$ cat config.mk
export PLATFORM = sky130hd
export DESIGN_NAME = mapped_region_table
export DESIGN_NICKNAME = d
export VERILOG_FILES = /design/src/hw/rtl/mrt_pkg.sv /design/src/hw/rtl/mapped_region_table.sv
export SDC_FILE = /design/constraint.sdc
export NUM_CORES = 1
export LEC_CHECK = 0
export BUFFER_PORTS_ARGS = -buffer_cell sky130_fd_sc_hd__buf_2
export CORE_MARGIN = 4
export CORE_UTILIZATION = 65
export DETAILED_ROUTE_END_ITERATION = 10
export GPL_ROUTABILITY_DRIVEN = 0
export HOLD_SLACK_MARGIN = 0.12
export PLACE_DENSITY = 0.86
export SYNTH_ARGS = -nofsm -noshare
export SYNTH_HDL_FRONTEND = slang
export SYNTH_SLANG_ARGS = --single-unit
$ cat constraint.sdc
create_clock -name i_clk -period 20.7 [get_ports i_clk]
set_clock_uncertainty 0.05 [all_clocks]
set_input_delay 1.035 -clock i_clk [delete_from_list [all_inputs] [get_ports i_clk]]
set_output_delay 1.035 -clock i_clk [all_outputs]
set_load 0.01 [all_outputs]
$ cat src/hw/rtl/mrt_pkg.sv
// Package for the mapped region table: sizes, page constants, status codes,
// configuration register indexes and sequencer states.
// No dependencies.
`default_nettype none

package mrt_pkg;

    localparam int SLOTS  = 4;
    localparam int SLOT_W = (SLOTS > 1) ? $clog2(SLOTS) : 1;
    localparam logic [SLOT_W-1:0] LAST_SLOT = SLOT_W'(SLOTS - 1);

    localparam int ADDR_W = 38;
    localparam int LEN_W  = 27;
    localparam int REQ_W  = 32;
    localparam int CODE_W = 8;
    localparam int SUM_W  = ADDR_W + 1;
    localparam int CFG_W  = 3;

    localparam int SMALL_PAGE_BITS = 12;
    localparam int HUGE_PAGE_BITS  = SMALL_PAGE_BITS + 9;
    localparam int MAX_HUGE_PAGES  = 32;

    localparam logic [REQ_W-1:0] MAX_LEN =
        REQ_W'(MAX_HUGE_PAGES) << HUGE_PAGE_BITS;
    localparam logic [LEN_W-1:0] SMALL_MASK = LEN_W'((1 << SMALL_PAGE_BITS) - 1);
    localparam logic [LEN_W-1:0] HUGE_OFFS_MASK = LEN_W'((1 << HUGE_PAGE_BITS) - 1);

    localparam logic [ADDR_W-1:0] RST_WINDOW_LOW  = ADDR_W'(64'h0_8800_0000);
    localparam logic [ADDR_W-1:0] RST_WINDOW_HIGH = ADDR_W'(64'h3F_F000_0000);
    localparam logic [CODE_W-1:0] RST_PROT_READ   = CODE_W'(1);
    localparam logic [CODE_W-1:0] RST_PROT_WRITE  = CODE_W'(2);
    localparam logic [CODE_W-1:0] RST_PRIVATE     = CODE_W'(1);
    localparam logic [CODE_W-1:0] RST_SHARED      = CODE_W'(2);
    localparam logic [CODE_W-1:0] RST_HUGE        = CODE_W'(4);

    localparam logic CMD_MAP   = 1'b0;
    localparam logic CMD_UNMAP = 1'b1;

    typedef enum logic [2:0] {
        ST_OK        = 3'd0,
        ST_BAD_ADDR  = 3'd1,
        ST_BAD_LEN   = 3'd2,
        ST_BAD_PROT  = 3'd3,
        ST_BAD_FLAGS = 3'd4,
        ST_OVERLAP   = 3'd5,
        ST_FULL      = 3'd6,
        ST_NOT_FOUND = 3'd7
    } t_status;

    typedef enum logic [CFG_W-1:0] {
        CFG_WINDOW_LOW  = 3'd0,
        CFG_WINDOW_HIGH = 3'd1,
        CFG_PROT_READ   = 3'd2,
        CFG_PROT_WRITE  = 3'd3,
        CFG_PRIVATE     = 3'd4,
        CFG_SHARED      = 3'd5,
        CFG_HUGE        = 3'd6
    } t_cfg_idx;

    typedef enum logic [1:0] {
        S_IDLE,
        S_CHECK,
        S_SCAN,
        S_FINISH
    } t_state;

endpackage

`default_nettype wire

$ cat src/hw/rtl/mapped_region_table.sv
// Mapped region table: validates map and unmap requests against a small slot table.
// Depends on mrt_pkg.
// Sequence: accept in idle, then check, a scan of the slots (skipped when check refuses
// the request), and finish, which waits until the output register is free. The single
// shared adder and the comparators walk the slots one at a time (two passes per occupied
// slot on map); input stays stalled until finish has loaded the output and returned to idle.
// Synchronous reset empties every slot and loads the default configuration.
`default_nettype none

module mapped_region_table
    import mrt_pkg::*;
(
    input  wire logic                    i_clk,
    input  wire logic                    i_rst_n,

    input  wire logic                    i_cfg_we,
    input  wire logic [CFG_W-1:0]        i_cfg_addr,
    input  wire logic [ADDR_W-1:0]       i_cfg_data,

    input  wire logic                    i_in_valid,
    output logic                         o_in_stall,
    input  wire logic                    i_cmd,
    input  wire logic [ADDR_W-1:0]       i_start_addr,
    input  wire logic signed [REQ_W-1:0] i_req_length,
    input  wire logic [CODE_W-1:0]       i_prot_value,
    input  wire logic [CODE_W-1:0]       i_flag_value,

    output logic                         o_out_valid,
    input  wire logic                    i_out_stall,
    output logic [2:0]                   o_status,
    output logic [ADDR_W-1:0]            o_out_addr,
    output logic [LEN_W-1:0]             o_out_length,
    output logic                         o_out_huge
);

    logic [ADDR_W-1:0] r_window_low, r_window_high;
    logic [CODE_W-1:0] r_prot_read, r_prot_write, r_private, r_shared, r_huge_code;

    logic [ADDR_W-1:0] r_slot_start [SLOTS];
    logic [LEN_W-1:0]  r_slot_length [SLOTS];
    logic [CODE_W-1:0] r_slot_attr [SLOTS];

    t_state            r_state, n_state;
    logic              r_cmd;
    logic [ADDR_W-1:0] r_addr;
    logic [REQ_W-1:0]  r_lraw;
    logic [CODE_W-1:0] r_prot, r_flg;
    logic [LEN_W-1:0]  r_len, n_len;
    logic              r_huge, n_huge;
    logic [SLOT_W-1:0] r_idx, n_idx;
    logic              r_phase, n_phase;
    logic              r_free_found, n_free_found;
    logic [SLOT_W-1:0] r_tgt, n_tgt;
    t_status           r_res, n_res;

    logic              r_o_valid;
    t_status           r_o_status;
    logic [ADDR_W-1:0] r_o_addr;
    logic [LEN_W-1:0]  r_o_len;
    logic              r_o_huge;

    logic [SUM_W-1:0]  add_a, add_b, add_sum;
    logic [ADDR_W-1:0] cur_start;
    logic [LEN_W-1:0]  cur_len;
    logic [SUM_W-1:0]  a_ext, s_ext;
    logic              addr_bad, len_bad, prot_bad, flg_bad, flg_huge;
    logic              out_free, load_out, in_acc;
    logic              slot_we;
    logic [ADDR_W-1:0] slot_wr_start;
    logic [LEN_W-1:0]  slot_wr_len;
    logic [CODE_W-1:0] slot_wr_attr;
    logic [LEN_W-1:0]  ld_len;
    logic              ld_huge;
    logic [ADDR_W-1:0] ld_addr;

    assign in_acc   = i_in_valid && !o_in_stall;
    assign out_free = !r_o_valid || !i_out_stall;

    assign cur_start = r_slot_start[r_idx];
    assign cur_len   = r_slot_length[r_idx];
    assign a_ext     = {1'b0, r_addr};
    assign s_ext     = {1'b0, cur_start};

    assign addr_bad = (r_addr < r_window_low) || (r_addr > r_window_high) ||
                      (r_addr[SMALL_PAGE_BITS-1:0] != '0);
    assign len_bad  = r_lraw[REQ_W-1] || (r_lraw == '0) || (r_lraw > MAX_LEN);
    assign prot_bad = (r_prot != r_prot_read) && (r_prot != r_prot_write);
    assign flg_bad  = !((r_flg == r_private) || (r_flg == r_shared) ||
                        (r_flg == (r_private | r_huge_code)) ||
                        (r_flg == (r_shared | r_huge_code)));
    assign flg_huge = (r_flg != r_private) && (r_flg != r_shared);

    // shared adder: page rounding in check, region end in scan
    always_comb begin
        add_a = a_ext;
        add_b = SUM_W'(r_len);
        if (r_state == S_CHECK) begin
            add_a = SUM_W'(r_lraw[LEN_W-1:0]);
            add_b = flg_huge ? SUM_W'(HUGE_OFFS_MASK) : SUM_W'(SMALL_MASK);
        end else if (!r_phase) begin
            add_a = s_ext;
            add_b = SUM_W'(cur_len);
        end
    end
    assign add_sum = add_a + add_b;

    always_comb begin
        n_state      = r_state;
        n_len        = r_len;
        n_huge       = r_huge;
        n_idx        = r_idx;
        n_phase      = r_phase;
        n_free_found = r_free_found;
        n_tgt        = r_tgt;
        n_res        = r_res;
        load_out     = 1'b0;
        slot_we      = 1'b0;
        slot_wr_start = r_addr;
        slot_wr_len   = r_len;
        slot_wr_attr  = r_prot | r_flg;
        ld_addr      = '0;
        ld_len       = '0;
        ld_huge      = 1'b0;
        case (r_state)
            S_IDLE: begin
                if (in_acc) begin
                    n_state = S_CHECK;
                end
            end
            S_CHECK: begin
                n_idx        = '0;
                n_phase      = 1'b0;
                n_free_found = 1'b0;
                n_huge       = flg_huge;
                n_len        = add_sum[LEN_W-1:0] &
                               ~(flg_huge ? HUGE_OFFS_MASK : SMALL_MASK);
                n_state      = S_FINISH;
                if (addr_bad) begin
                    n_res = ST_BAD_ADDR;
                end else if (r_cmd == CMD_UNMAP) begin
                    n_state = S_SCAN;
                end else if (len_bad) begin
                    n_res = ST_BAD_LEN;
                end else if (prot_bad) begin
                    n_res = ST_BAD_PROT;
                end else if (flg_bad) begin
                    n_res = ST_BAD_FLAGS;
                end else begin
                    n_state = S_SCAN;
                end
            end
            S_SCAN: begin
                if (r_cmd == CMD_UNMAP) begin
                    if (cur_start != '0 && cur_start == r_addr) begin
                        n_res   = ST_OK;
                        n_tgt   = r_idx;
                        n_state = S_FINISH;
                    end else if (r_idx == LAST_SLOT) begin
                        n_res   = ST_NOT_FOUND;
                        n_state = S_FINISH;
                    end else begin
                        n_idx = r_idx + 1'b1;
                    end
                end else begin
                    if (cur_start == '0 && !r_free_found) begin
                        n_free_found = 1'b1;
                        n_tgt        = r_idx;
                    end
                    if (cur_start != '0 && !r_phase &&
                        s_ext <= a_ext && a_ext < add_sum) begin
                        n_res   = ST_OVERLAP;
                        n_state = S_FINISH;
                    end else if (cur_start != '0 && r_phase &&
                                 a_ext <= s_ext && s_ext < add_sum) begin
                        n_res   = ST_OVERLAP;
                        n_state = S_FINISH;
                    end else if (cur_start != '0 && !r_phase) begin
                        n_phase = 1'b1;
                    end else begin
                        n_phase = 1'b0;
                        if (r_idx == LAST_SLOT) begin
                            n_res   = n_free_found ? ST_OK : ST_FULL;
                            n_state = S_FINISH;
                        end else begin
                            n_idx = r_idx + 1'b1;
                        end
                    end
                end
            end
            S_FINISH: begin
                if (out_free) begin
                    load_out = 1'b1;
                    n_state  = S_IDLE;
                    if (r_res == ST_OK) begin
                        slot_we = 1'b1;
                        ld_addr = r_addr;
                        if (r_cmd == CMD_UNMAP) begin
                            slot_wr_start = '0;
                            slot_wr_len   = '0;
                            slot_wr_attr  = '0;
                            ld_len  = r_slot_length[r_tgt];
                            ld_huge = (r_slot_attr[r_tgt] & r_huge_code) != '0;
                        end else begin
                            ld_len  = r_len;
                            ld_huge = r_huge;
                        end
                    end
                end
            end
            default: n_state = S_IDLE;
        endcase
    end

    always_ff @(posedge i_clk) begin
        if (!i_rst_n) begin
            r_state       <= S_IDLE;
            r_o_valid     <= 1'b0;
            r_window_low  <= RST_WINDOW_LOW;
            r_window_high <= RST_WINDOW_HIGH;
            r_prot_read   <= RST_PROT_READ;
            r_prot_write  <= RST_PROT_WRITE;
            r_private     <= RST_PRIVATE;
            r_shared      <= RST_SHARED;
            r_huge_code   <= RST_HUGE;
            for (int i = 0; i < SLOTS; i++) begin
                r_slot_start[i]  <= '0;
                r_slot_length[i] <= '0;
                r_slot_attr[i]   <= '0;
            end
        end else begin
            r_state <= n_state;
            if (load_out) begin
                r_o_valid <= 1'b1;
            end else if (!i_out_stall) begin
                r_o_valid <= 1'b0;
            end
            if (i_cfg_we) begin
                case (i_cfg_addr)
                    CFG_WINDOW_LOW:  r_window_low  <= i_cfg_data;
                    CFG_WINDOW_HIGH: r_window_high <= i_cfg_data;
                    CFG_PROT_READ:   r_prot_read   <= i_cfg_data[CODE_W-1:0];
                    CFG_PROT_WRITE:  r_prot_write  <= i_cfg_data[CODE_W-1:0];
                    CFG_PRIVATE:     r_private     <= i_cfg_data[CODE_W-1:0];
                    CFG_SHARED:      r_shared      <= i_cfg_data[CODE_W-1:0];
                    CFG_HUGE:        r_huge_code   <= i_cfg_data[CODE_W-1:0];
                    default: ;
                endcase
            end
            if (slot_we) begin
                r_slot_start[r_tgt]  <= slot_wr_start;
                r_slot_length[r_tgt] <= slot_wr_len;
                r_slot_attr[r_tgt]   <= slot_wr_attr;
            end
        end
    end

    always_ff @(posedge i_clk) begin
        r_len        <= n_len;
        r_huge       <= n_huge;
        r_idx        <= n_idx;
        r_phase      <= n_phase;
        r_free_found <= n_free_found;
        r_tgt        <= n_tgt;
        r_res        <= n_res;
        if (in_acc) begin
            r_cmd  <= i_cmd;
            r_addr <= i_start_addr;
            r_lraw <= i_req_length;
            r_prot <= i_prot_value;
            r_flg  <= i_flag_value;
        end
        if (load_out) begin
            r_o_status <= r_res;
            r_o_addr   <= ld_addr;
            r_o_len    <= ld_len;
            r_o_huge   <= ld_huge;
        end
    end

    assign o_in_stall   = (r_state != S_IDLE);
    assign o_out_valid  = r_o_valid;
    assign o_status     = r_o_status;
    assign o_out_addr   = r_o_addr;
    assign o_out_length = r_o_len;
    assign o_out_huge   = r_o_huge;

    a_accept_to_check: assert property (@(posedge i_clk) disable iff (!i_rst_n)
        in_acc |=> (r_state == S_CHECK))
        else $error("accepted word did not enter check");

    a_load_from_finish: assert property (@(posedge i_clk) disable iff (!i_rst_n)
        $rose(o_out_valid) |-> ($past(r_state) == S_FINISH))
        else $error("result loaded outside finish");

    a_ok_has_length: assert property (@(posedge i_clk) disable iff (!i_rst_n)
        (o_out_valid && o_status == ST_OK) |-> (o_out_length != '0))
        else $error("successful result with zero length");

    a_err_zero_payload: assert property (@(posedge i_clk) disable iff (!i_rst_n)
        (o_out_valid && o_status != ST_OK) |->
            (o_out_addr == '0 && o_out_length == '0 && !o_out_huge))
        else $error("refused result carries payload");

endmodule

`default_nettype wire
==> impl_metrics.xml <==
<?xml version="1.0" encoding="UTF-8"?>
<metrics>
  <group name="layout">
    <metric name="synthToLayoutAreaGrowth" unit="%">11.64</metric>
    <metric name="fin_nets" unit="">3190</metric>
    <metric name="final_common_cell" unit="">sky130_fd_sc_hd__edfxtp_1</metric>
    <metric name="most-common-layout-cells" unit="">sky130_fd_sc_hd__edfxtp_1, sky130_fd_sc_hd__nand2_1, sky130_fd_sc_hd__nor2_1</metric>
    <metric name="drive_above_1_share" unit="%">14.38</metric>
  </group>
  <group name="pwr">
    <metric name="leakage" unit="nW">12.44</metric>
    <metric name="power.switching_fraction" unit="%">37.14</metric>
    <metric name="switching_power" unit="mW">1.453</metric>
    <metric name="combPwrFrac" unit="%">38.5</metric>
    <metric name="vdd.ir_drop.worst" unit="uV">81.86</metric>
    <metric name="power.sequential.fraction" unit="%">34.8</metric>
    <metric name="internal-power" unit="mW">2.459</metric>
    <metric name="power-per-cell-area" unit="mW/mm^2">120.6</metric>
    <metric name="power.clock.fraction" unit="%">26.7</metric>
  </group>
  <group name="cts">
    <metric name="cts-resized-gates" unit="">0</metric>
    <metric name="cts_post_setup_buffers_inserted" unit="">0</metric>
    <metric name="post_cts_hold_buffer_count" unit="">0</metric>
    <metric name="clk_root_buffer_cell" unit="">sky130_fd_sc_hd__clkbuf_16</metric>
    <metric name="tritoncts.num_buffers" unit="">55</metric>
    <metric name="clock_slew_at_the_register_clock_pins_of_the_worst_setup_and_hold_paths" unit="ns">0.07</metric>
    <metric name="ctsHtreeMaxLevel" unit="">2</metric>
    <metric name="cts_sinks" unit="">536</metric>
    <metric name="tritoncts" unit="">done</metric>
    <metric name="max-clock-path-buffers" unit="">3</metric>
    <metric name="clock_latency" unit="ns">0.64</metric>
  </group>
  <group name="setup_path">
    <metric name="critical_path_required" unit="ns">21.03</metric>
    <metric name="ff2ff_path_depth" unit="">25</metric>
    <metric name="end_of_the_critical_path" unit="">r_res[0]</metric>
    <metric name="worstSetupPathType" unit="">reg -&gt; reg</metric>
    <metric name="worstSetupStartpoint" unit="">r_phase</metric>
    <metric name="crit_arrival" unit="ns">8.22</metric>
    <metric name="timing.critical_path.depth" unit="">25</metric>
    <metric name="critical-path-max-stage-delay" unit="ns">0.53</metric>
    <metric name="critical_path.endpoint_type" unit="">register</metric>
    <metric name="critical_path.n_buffers_inverters" unit="">3</metric>
    <metric name="regToRegSetupSlack" unit="ns">12.81</metric>
    <metric name="critPathTopFamily" unit="">compound AO/OA/AOI/OAI gates</metric>
    <metric name="startpoint_of_the_lowest_slack_register_to_register_path" unit="">r_phase</metric>
    <metric name="timing.critical_path.fanout_max" unit="">29</metric>
    <metric name="worstReg2RegEnd" unit="">r_res[0]</metric>
    <metric name="setup.worst_path.start_class" unit="">register</metric>
    <metric name="critical_path.slowest_cell" unit="">sky130_fd_sc_hd__fa_1</metric>
  </group>
  <group name="synthesis">
    <metric name="ys_async_sr_fraction" unit="%">0</metric>
    <metric name="synth.lib_cells_used.distinct" unit="">76</metric>
    <metric name="synth_enable_flop_cells" unit="">413</metric>
    <metric name="synth_cells" unit="">2699</metric>
    <metric name="synthDominantCellAreaShare" unit="%">42.70</metric>
    <metric name="ffs_latches_synth" unit="">536</metric>
    <metric name="netlist_top_cells_area" unit="">sky130_fd_sc_hd__edfxtp_1, sky130_fd_sc_hd__ha_1, sky130_fd_sc_hd__dfxtp_1</metric>
    <metric name="avgSynthCellArea" unit="um^2">10.76</metric>
    <metric name="post-synth-top-area-cell" unit="">sky130_fd_sc_hd__edfxtp_1</metric>
    <metric name="synthesis.area" unit="mm^2">0.02904</metric>
    <metric name="synthFlopType" unit="">sky130_fd_sc_hd__edfxtp_1</metric>
    <metric name="ys.warnings.count" unit="">0</metric>
    <metric name="sequential_share_of_the_synthesized_area" unit="%">51.18</metric>
  </group>
  <group name="floorplanning">
    <metric name="die-height" unit="um">219.4</metric>
    <metric name="coreArea" unit="mm^2">0.04422</metric>
    <metric name="die-area" unit="mm^2">0.04813</metric>
    <metric name="starting_utilization_of_the_core_area" unit="%">65.67</metric>
    <metric name="std_cell_rows" unit="">77</metric>
    <metric name="die_width" unit="um">219.4</metric>
    <metric name="num_io_pins" unit="">204</metric>
  </group>
  <group name="sta">
    <metric name="worstMarginPinSlew" unit="ns">1.177</metric>
    <metric name="fin_worst_hold_slack" unit="ns">0.4170</metric>
    <metric name="min_period" unit="ns">7.891</metric>
    <metric name="report.final.setup_viol" unit="">0</metric>
    <metric name="slew_headroom" unit="%">21.33</metric>
    <metric name="number_of_hold_violations_in_the_final_report" unit="">0</metric>
    <metric name="rsz0062_at_grt" unit="">no</metric>
    <metric name="fin_setup_tns" unit="ns">0</metric>
    <metric name="fmax" unit="GHz">0.1267</metric>
    <metric name="finalCritPeriodShare" unit="%">38.12</metric>
    <metric name="finalMaxSlewViolations" unit="">0</metric>
  </group>
  <group name="global_route">
    <metric name="grt_first_pass_wirelength" unit="um">124800</metric>
    <metric name="antenna_found_initial" unit="">3</metric>
    <metric name="first_global_vias" unit="">22834</metric>
    <metric name="grt_resource_usage_total" unit="%">33.65</metric>
    <metric name="pin_count_of_the_biggest_net_entering_global_routing" unit="">77</metric>
    <metric name="gr-total-overflow" unit="">0</metric>
  </group>
  <group name="detailed_routing">
    <metric name="antenna_violating_nets_post_route" unit="">0</metric>
    <metric name="post-route-drc-count" unit="">0</metric>
    <metric name="routedWlPerCell" unit="um">23.36</metric>
    <metric name="drt_iter0_markers" unit="">2608</metric>
    <metric name="firstDrtPassIters" unit="">6</metric>
    <metric name="via_count" unit="">22868</metric>
    <metric name="routed_wirelength" unit="um">81630</metric>
    <metric name="via_per_inst" unit="">6.545</metric>
  </group>
  <group name="min_path">
    <metric name="hold_path_class" unit="">reg -&gt; reg</metric>
  </group>
  <group name="status">
    <metric name="status" unit="">finished clean</metric>
  </group>
  <group name="place">
    <metric name="portbufs" unit="">191</metric>
    <metric name="hpwlAfterDp" unit="um">54680</metric>
  </group>
  <group name="run">
    <metric name="drv.max_cap_violation_count" unit="">0</metric>
  </group>
</metrics>
## how the worst min path moves through the flow
stage / startpoint / end / slack (ns) / cells after the start
floorplan: r_res[1] / o_status[1] / 0.39 / 0
global placement: r_window_low[5] / r_window_low[5] / 0.40 / 2
detailed placement: r_window_high[2] / r_window_high[2] / 0.41 / 2
global route: r_window_high[2] / r_window_high[2] / 0.43 / 2
CTS: r_window_low[6] / r_window_low[6] / 0.42 / 2
finish: r_window_low[5] / r_window_low[5] / 0.42 / 2
## Yosys cell counts (all sizes together), types with 33 or more instances
| cell type | n |
|---|---|
| xor2 | 40 |
| nand2 | 414 |
| and2 | 44 |
| clkbuf | 98 |
| mux2i | 39 |
| nand3 | 33 |
| inv | 176 |
| dfxtp | 123 |
| xnor2 | 46 |
| ha | 200 |
| mux4 | 74 |
| o21ai | 85 |
| edfxtp | 413 |
| a21boi | 103 |
| nor2 | 295 |
| a21o | 47 |
| nand4 | 49 |
| a21oi | 100 |
## cell families (layout without fill, tap and decap cells)
family | count (synthesis) | count (layout) | share of synthesized area [%]
AOI/OAI and AO/OA | 479 | 479 | 11.13
xor gates and xnor gates | 89 | 89 | 2.826
adders and majority gates | 209 | 209 | 8.961
buffers and inverters | 305 | 495 | 4.170
DFF | 536 | 536 | 51.18
muxes | 115 | 115 | 7.160
other | 1 | 14 | 0.01291
and+or+nand+nor | 965 | 965 | 14.55
## flip-flops by register name (all words and copies together), names as in the netlist, 32 cells and up, named ones only
| register | count |
|---|---|
| r_slot_start | 152 |
| r_slot_length | 60 |
| o_out_addr | 38 |
| r_addr | 38 |
| r_lraw | 32 |
| r_slot_attr | 32 |
| r_window_low | 38 |
| r_window_high | 38 |
## worst register-to-register path, delay by kind of cell (launching register included)
kind	cells	cell delay, ns
adders and majority gates	4	1.58
xor gates and xnor gates	1	0.20
muxes	1	0.33
and+or+nand+nor	5	0.72
DFF	1	0.35
buffers and inverters	3	1.28
AOI/OAI and AO/OA	11	3.11
## per-layer routing
layer | track usage [%] | part of all wire [%] | up-vias
met4 | 19.23 | 6.8 | 2
met2 | 54.95 | 46 | 1577
met5 | 0 | 0.013 | -
met1 | 41.76 | 35 | 10923
met3 | 7.117 | 11 | 382
li1 | - | - | 9984
## power by group through the flow
stage / clock [mW] / sequential (mW) / combinational, mW
3_5_place_dp: 0 / 1.38 / 1.44
4_1_cts: 1.05 / 1.36 / 1.46
6_report: 1.04 / 1.36 / 1.51
2_1_floorplan: 0 / 1.31 / 1.10
3_3_place_gp: 0 / 1.37 / 1.38
5_1_grt: 1.10 / 1.36 / 1.64
## per-stage QoR
stage	power (mW)	instances	utilization, %	setup slack, ns	instance area (um^2)
2_1_floorplan	2.408	2710	-	13.35	29080
3_3_place_gp	2.751	3391	68.97	13.36	30500
3_5_place_dp	2.814	3391	68.97	13.15	30500
4_1_cts	3.861	3492	73.30	13.06	32420
5_1_grt	4.100	3494	73.32	12.50	32420
6_report	3.911	3494	73.32	12.81	32420
## cell type report
type	instances	area (um^2)
clock buffer	65	1444
timing repair buffer	218	1159
multi-input combinational	1869	13070
tap	592	740.7
fill	2828	11800
antenna	2	5.005
inverter	176	660.6
clock inverter	36	471.7
sequential	536	14870
(Power assumes the default switching activity.)
